--- config.mk ---
export PLATFORM = sky130hd
export DESIGN_NAME = stable_insertion_sort_core
export DESIGN_NICKNAME = d
export VERILOG_FILES = /design/src/rtl/core/sis_pkg.sv /design/src/rtl/core/sis_dpath.sv /design/src/rtl/core/sis_ctrl.sv /design/src/rtl/core/stable_insertion_sort_core.sv
export SDC_FILE = /design/constraint.sdc
export NUM_CORES = 2
export LEC_CHECK = 0
export ABC_AREA = 1
export BUFFER_PORTS_ARGS = -buffer_cell sky130_fd_sc_hd__buf_4
export CORE_ASPECT_RATIO = 0.7
export CORE_UTILIZATION = 28
export DETAILED_ROUTE_END_ITERATION = 8
export GPL_TIMING_DRIVEN = 0
export PLACE_DENSITY = 0.46
export SYNTH_ARGS = -nofsm -noshare
export SYNTH_HDL_FRONTEND = slang
export SYNTH_SLANG_ARGS = --single-unit
export TNS_END_PERCENT = 10
--- constraint.sdc ---
create_clock -name clk -period 11.2 [get_ports clk]
set_input_delay 0 -clock clk [delete_from_list [all_inputs] [get_ports clk]]
set_output_delay 0 -clock clk [all_outputs]
set_load 0.02 [all_outputs]
--- src/rtl/core/sis_pkg.sv ---
`default_nettype none
package sis_pkg;

  localparam int MAX_ITEMS = 16;
  localparam int COUNT_W   = $clog2(MAX_ITEMS + 1);
  localparam int DATA_W    = 32;

  typedef logic signed [DATA_W-1:0] data_t;
  typedef logic [COUNT_W-1:0]       count_t;

  // controller to datapath
  typedef struct packed {
    logic insert;   // place the arriving value in order
    logic drop;     // note a value lost to a full store
    logic shift;    // move the store one cell towards the head
    logic clear;    // forget the overflow mark
  } cmd_t;

  // datapath to controller
  typedef struct packed {
    logic full;
    logic last_one; // a single value left in the store
  } status_t;

endpackage
`default_nettype wire

--- src/rtl/core/sis_dpath.sv ---
`default_nettype none
module sis_dpath (
  input  wire logic             clk,
  input  wire logic             rst,
  input  wire sis_pkg::cmd_t    cmd,
  input  wire sis_pkg::data_t   value,
  output sis_pkg::status_t      status,
  output sis_pkg::data_t        head,
  output logic                  dropped
);

  sis_pkg::data_t  cells [sis_pkg::MAX_ITEMS];
  sis_pkg::data_t  ins_next [sis_pkg::MAX_ITEMS];
  sis_pkg::count_t count;
  logic [sis_pkg::MAX_ITEMS-1:0] gt;

  // every held cell compares against the new value at once
  always_comb begin
    for (int i = 0; i < sis_pkg::MAX_ITEMS; i++) begin
      gt[i] = (sis_pkg::COUNT_W'(i) < count) && (cells[i] > value);
    end
    for (int i = 0; i < sis_pkg::MAX_ITEMS; i++) begin
      if (i > 0 && gt[i-1 < 0 ? 0 : i-1]) begin
        ins_next[i] = cells[i-1 < 0 ? 0 : i-1];
      end else if (gt[i] || sis_pkg::COUNT_W'(i) == count) begin
        ins_next[i] = value;
      end else begin
        ins_next[i] = cells[i];
      end
    end
  end

  always_ff @(posedge clk) begin
    if (cmd.insert) begin
      for (int i = 0; i < sis_pkg::MAX_ITEMS; i++) cells[i] <= ins_next[i];
    end else if (cmd.shift) begin
      for (int i = 0; i < sis_pkg::MAX_ITEMS - 1; i++) cells[i] <= cells[i+1];
    end
  end

  always_ff @(posedge clk) begin
    if (rst) begin
      count   <= '0;
      dropped <= 1'b0;
    end else begin
      if (cmd.insert) begin
        count <= count + 1'b1;
      end else if (cmd.shift) begin
        count <= count - 1'b1;
      end
      if (cmd.drop) begin
        dropped <= 1'b1;
      end else if (cmd.clear) begin
        dropped <= 1'b0;
      end
    end
  end

  assign status.full     = (count == sis_pkg::COUNT_W'(sis_pkg::MAX_ITEMS));
  assign status.last_one = (count == sis_pkg::COUNT_W'(1));
  assign head            = cells[0];

endmodule
`default_nettype wire

--- src/rtl/core/sis_ctrl.sv ---
`default_nettype none
module sis_ctrl (
  input  wire logic             clk,
  input  wire logic             rst,
  input  wire logic             start,
  input  wire logic             last,
  input  wire sis_pkg::status_t status,
  output sis_pkg::cmd_t         cmd,
  output logic                  busy,
  output logic                  emit
);

  typedef enum logic [1:0] {
    ST_IDLE = 2'b01,
    ST_EMIT = 2'b10
  } state_t;

  state_t state, state_next;

  always_comb begin
    state_next = state;
    cmd        = '0;
    unique case (state)
      ST_IDLE: begin
        if (start) begin
          cmd.insert = !status.full;
          cmd.drop   = status.full;
          if (last) state_next = ST_EMIT;
        end
      end
      ST_EMIT: begin
        cmd.shift = 1'b1;
        if (status.last_one) begin
          cmd.clear  = 1'b1;
          state_next = ST_IDLE;
        end
      end
      default: state_next = ST_IDLE;
    endcase
  end

  always_ff @(posedge clk) begin
    if (rst) begin
      state <= ST_IDLE;
    end else begin
      state <= state_next;
    end
  end

  assign busy = (state == ST_EMIT);
  assign emit = (state == ST_EMIT);

endmodule
`default_nettype wire

--- src/rtl/core/stable_insertion_sort_core.sv ---
`default_nettype none
// Stable insertion sort of signed Q16.16 values, up to MAX_ITEMS per set.
// Input: drive value and last with start; a transaction is taken at a rising
// edge with start high and busy low. Values that are not marked last may
// follow back to back; each is placed in order by a row of cells that all
// compare against it at once, behind any equal value. A value arriving when
// the store is full is dropped and the set is marked. The transaction with
// last high closes the set: busy rises in the next cycle and the store shifts
// out one value per cycle from its head until it is empty, during which start
// is ignored. Each result shows on sorted_value with strobe high for one
// cycle; end_of_set marks the final one, overflow marks every result of a set
// that lost values. The receiver cannot stall. After the final result busy
// falls and the next set may begin.
// Reset (rst, synchronous) empties the store and clears the overflow mark.
module stable_insertion_sort_core (
  input  wire logic           clk,
  input  wire logic           rst,
  input  wire logic           start,
  output logic                busy,
  input  wire sis_pkg::data_t value,
  input  wire logic           last,
  output logic                strobe,
  output sis_pkg::data_t      sorted_value,
  output logic                end_of_set,
  output logic                overflow
);

  sis_pkg::cmd_t    cmd;
  sis_pkg::status_t status;
  logic             dropped;

  sis_ctrl u_ctrl (
    .clk    (clk),
    .rst    (rst),
    .start  (start),
    .last   (last),
    .status (status),
    .cmd    (cmd),
    .busy   (busy),
    .emit   (strobe)
  );

  sis_dpath u_dpath (
    .clk     (clk),
    .rst     (rst),
    .cmd     (cmd),
    .value   (value),
    .status  (status),
    .head    (sorted_value),
    .dropped (dropped)
  );

  assign end_of_set = strobe && status.last_one;
  assign overflow   = dropped;

  a_close_emits: assert property (@(posedge clk) disable iff (rst)
    start && !busy && last |=> strobe)
    else $error("closing transaction not followed by a result");

  a_end_frees: assert property (@(posedge clk) disable iff (rst)
    strobe && end_of_set |=> !busy)
    else $error("busy held after final result");

  a_burst: assert property (@(posedge clk) disable iff (rst)
    strobe && !end_of_set |=> strobe && overflow == $past(overflow))
    else $error("result burst broken or overflow changed mid-set");

endmodule
`default_nettype wire
== Word-level counts from Yosys, hierarchy flattened ==
Memories as Yosys holds them, arrays and structs flattened.
Index checks and enable logic that the tools add are counted.
Word-level totals
  bits in registers: 8
  memory bits (writable): 512
  bits of input ports: 36
  output and inout port bits: 36
  logic and storage cells: 176
  memories: 1
Memory list
  u_dpath.cells: depth 16, bits a word 32, read ports 16, clocked after Yosys merged registers in 0, wr ports 16, line sis_dpath.sv:12  | sis_pkg::data_t cells [sis_pkg::MAX_ITEMS];
Operators by class
  $add $sub $neg: 2
  magnitude comparators: 32
  equal/unequal tests: 22
  mux-type cells: 63
  bitwise operators: 15
  reduce and logical (&&, ||, !) cells: 38
Operators by type and width (count)
  $mux W32: 46
  $gt A32 B32 Y1: 16
  $eq A4 B5 Y1 const A: 8
  $lt A4 B5 Y1 const A: 8
  $eq A3 B5 Y1 const A: 4
  $lt A3 B5 Y1 const A: 4
  $logic_and A1 B1 Y1: 17
  $logic_or A1 B1 Y1: 16
  $or A1 B1 Y1: 15
  $mux W2: 6
  $eq A2 B5 Y1 const A: 2
  $lt A1 B5 Y1 const A: 2
  $lt A2 B5 Y1 const A: 2
  $mux W5: 2
  $mux W1: 8
  $add A5 B1 Y5 const B: 1
  $eq A1 B5 Y1 const A: 1
  $eq A5 B1 Y1 const B: 1
  $eq A5 B5 Y1 const B: 1
  $logic_not A5 Y1: 1
  $sub A5 B1 Y5 const B: 1
  $ne A2 B2 Y1 const B: 2
  $pmux W2 S2: 1
  $reduce_bool A2 Y1: 2
  5 further kinds: 5

== Depth between registers and ports, before layout ==
  depth in word-level cells: 7
  depth in mapped cells: 20
  depth with buffers taken out: 19

== By module ==
From an unflattened synthesis, not the netlist that was laid out.
Unflattened totals
  cell total of the unflattened synthesis: 5612
  area total of the unflattened synthesis: 42283.1 um2
By module, submodules not included
  sis_dpath: times used 1, cells an instance 5588, area an instance 42140.4 um2, sequential area each 15494.9 um2
  sis_ctrl: times used 1, cells an instance 22, area an instance 135.1 um2, sequential area each 40.0 um2
  stable_insertion_sort_core: times used 1, cells an instance 2, area an instance 7.5 um2, sequential area each 0.0 um2

== Worst setup path before layout ==
No wires, ideal clock.
  path kind: input-to-reg
  start point: in value[31]
  end point: mem u_dpath.cells[0][0] (netlist name), enable pin
  setup time: 0.441 ns
  arrival: 3.703 ns
  required time: 10.759 ns
  path slack: 7.057 ns
  cell stages on the path: 10
  buffers on the path: 2
  cells stage by stage: clkinv_1 > clkbuf_1 > ha_1 > nand2_1 > nor3_1 > and3_1 > a22oi_1 > nand2_2 > buf_2 > a31oi_1
RTL lines
  from (decl): line stable_insertion_sort_core.sv:20  | input wire sis_pkg::data_t value,
  to (decl): line sis_dpath.sv:12

==> summary.txt <==
Status
  – Outcome: finished, final reports clean

Synthesis
  – Post-synthesis area per instance: between 7 and 8 µm²
  – Synth area leaders: edfxtp_1 (36%), nand2_1 (17%), ha_1 (15%)
  – Synth Warn #: 0
  – Synth unique cells: 51
  – Post-synth net total: about 6,100
  – Post-synthesis register bit count: 520
  – Count leader, synth: nand2_1
  – Synth async-reset ratio: 0%
  – Synth Flop Type: edfxtp_1
  – Synth area leader: edfxtp_1
  – Synth top area share: ~36%
  – EDFF count, synth: approximately 510
  – Cells after synthesis: between 5,000 and 6,000
  – Post-Syn Area: between 40,000 and 50,000 µm²
  – Post-synth top cells: nand2_1 (1,899), inv_1 (570), ha_1 (517)
  – Register area share after synthesis: a little under two fifths

Critical path
  – Critical Path End Type: flop
  – WS Path Type: in2reg
  – RR Startpoint: u_dpath.cells[1][143]
  – Critical Path RT: 11.59 ns
  – R2R Path End: u_dpath.cells[1][133]
  – CP max FO: 22
  – Reg2reg setup slack: approximately 7.4 ns
  – CP startpoint kind: input pin
  – FF-to-FF path depth: 13
  – Worst path arrival time: roughly 4.7 ns

Die
  – I/O pins: between 70 and 80
  – Site row count: about 120
  – Die area: between 150,000 and 200,000 µm²
  – Core region area: roughly 150,000 µm²
  – Initial Utilization: approximately 28%
  – DIE WIDTH: ~470 µm
  – Die Ht: about 330 µm

Clocking
  – Clk_lat worst skew: around 0.7 ns
  – CTS H-Tree Depth: 2
  – Post-CTS Setup Repair Bufs: 0
  – Worst-path clk slew: roughly 0.07 ns
  – CTS resizes: 0
  – Clk sink count: 520
  – Clock buffer count from CTS: 60
  – Root Buffer Master: clkbuf_16
  – CTS tree: yes
  – Max Buffers Root-to-Sink: 3

Global route
  – Met3 Resource Use GR: under 10%
  – Gr usage total: ~24%
  – Initial antenna violation count: 7
  – First-pass GRT wire length: around 270,000 µm
  – M1 GR Usage: around two fifths
  – Largest net degree at the start of global routing: 33
  – Vias in the first global route: between 30,000 and 40,000
  – Met2 Use GR: around 31%
  – GRT Max-Usage Layer: met1
  – Grt total ovfl: 0

STA
  – RSZ-0062 raised after global routing: false
  – Relative max-transition margin: between 10% and 20%
  – Final hold violation count: 0
  – Fin Clk Skew: between 0.03 and 0.04 ns
  – TNS Setup: 0 ns
  – Fmax: 0.232 GHz
  – Hold WS: 0.0977 ns
  – Final Setup Violations: 0
  – Worst-margin pin slew: between 1 and 1.5 ns
  – Fin. max-slew vios: 0
  – Fin crit period: 4.31 ns
  – Final worst-path cycle share: between 30 and 40%

Drt
  – Drt pass-1 iters: 6
  – Vias: between 40,000 and 50,000
  – Via density: between 5 and 6
  – Detailed-route wire length: 189,000 µm
  – Iter 0 DRT Violations: 5,079
  – Number of remaining DRC errors: 0
  – Drt wl/cell: between 20 and 25 µm
  – Post-route ant nets: 0

Worst hold path
  – Hold depth: 4
  – Hold WC Path Type: in2reg
  – Hold path endpoint: u_dpath.cells[0][5]
  – Hold Crit Start: start

Flow run
  – Maxcap violations: 0

Layout
  – Post-Route Utilization: 32.6%
  – Share of cells above drive strength 1: under 10%
  – Nets: 6,301
  – Syn-to-layout area delta: 14.7%

Place
  – Routability cong.: approximately 0.92
  – IO Port Bufs: 71
  – Post-DP HPWL: ~150,000 µm

Pwr
  – Pwr Density: between 100 and 150 nW/µm²
  – Peak supply drop: about 0.11 mV
  – Leak pwr: between 20 and 25 nW
layer usage:
metal  vias up  part of all wire (%)
li1      19300                     -
met1     19500                    50
met2      1939                    36
met3       164                    13
met4         4                   1.5
met5         -                 0.012
through the flow:
| stage | area, µm² | total power, mW | instances | setup slack (ns) |
|---|---|---|---|---|
| floorplan | 42300 | 3.25 | 5568 | 7.06 |
| global placement | 45300 | 3.74 | 7619 | 3.46 |
| detailed placement | 46300 | 3.80 | 7658 | 5.96 |
| CTS | 48400 | 6.01 | 7776 | 6.67 |
| global route | 48500 | 6.27 | 7780 | 6.80 |
| finish | 48500 | 6.03 | 7782 | 6.89 |
layout by cell type, fill, tap and decap left out, types with 7 or more instances in the layout:
cell	n
ha_1	517
buf_12	26
nor2_4	7
inv_2	8
a21oi_1	283
clkinv_2	8
o21a_1	32
clkbuf_16	61
bufinv_16	11
buf_1	19
nor3_1	28
nand4_1	442
buf_2	80
dfxtp_1	8
clkbuf_2	31
buf_16	16
clkbuf_1	171
inv_1	565
nor2_1	171
nand3_1	505
buf_4	122
nand2_1	1899
clkinvlp_4	7
clkinv_1	46
edfxtp_1	512
nand3_2	24
o21bai_1	26
o21ai_0	96
final cells by class:
type	count	area [µm²]
repair buffers	118	1540
clock buffers	70	1570
flip-flops and latches	520	15500
fillers	16000	100000
well taps	1980	2480
clock inverters	43	512
inverters	608	2280
plain buffers	349	1680
diodes	3	7.51
multi-input cells	4091	22900
worst max-delay path by stage:
stage                          from                     to  cells past startpoint
after floorplan           value[31]    u_dpath.cells[0][0]                     10
after global placement    value[18]   u_dpath.cells[0][26]                     11
after detailed placement  value[15]  u_dpath.cells[1][132]                     16
after CTS                 value[15]  u_dpath.cells[1][133]                     16
after global routing      value[13]  u_dpath.cells[0][231]                     15
final                     value[15]  u_dpath.cells[0][230]                     15
power breakdown:
group	internal, mW	switching (mW)	total [mW]
sequential	2.30	0.137	2.44
clock	1.26	0.967	2.22
combinational	0.428	0.943	1.37
total	3.99	2.05	6.03
sequential cells by signal (all words and copies together), names as in the netlist:
name             flops
u_dpath.cells      512
u_dpath.dropped      1
u_ctrl.state         2
u_dpath.count        5
cell families (layout without fill, tap and decap cells):
group / after synthesis / after routing / synth area share (%)
AOI/OAI and AO/OA: 464 / 464 / 6.08
adders and majority gates: 517 / 517 / 15.3
and+or+nand+nor: 3110 / 3110 / 32.6
buffers and inverters: 957 / 1188 / 9.28
other: 0 / 3 / 0
DFF: 520 / 520 / 36.7
what timing repair did:
action | in CTS | in global routing
endpoints found under the setup margin | 0 | 0
hold endpoints to repair | 9 | 0
hold buffers | 5 | 0
worst max-delay path: stages:
cell and delay (ns):
buf_4 0.08, clkinv_1 0.64, clkbuf_2 0.66, buf_16 0.33, ha_1 0.36, nand4_1 0.14
nor3_1 0.07, and3_1 0.21, a21oi_1 0.60, nand3_2 0.41, buf_4 0.31, nand3_1 0.07
nand2_1 0.05, inv_1 0.42, buf_12 0.25
No activity file was read; power rests on OpenSTA's default activity.
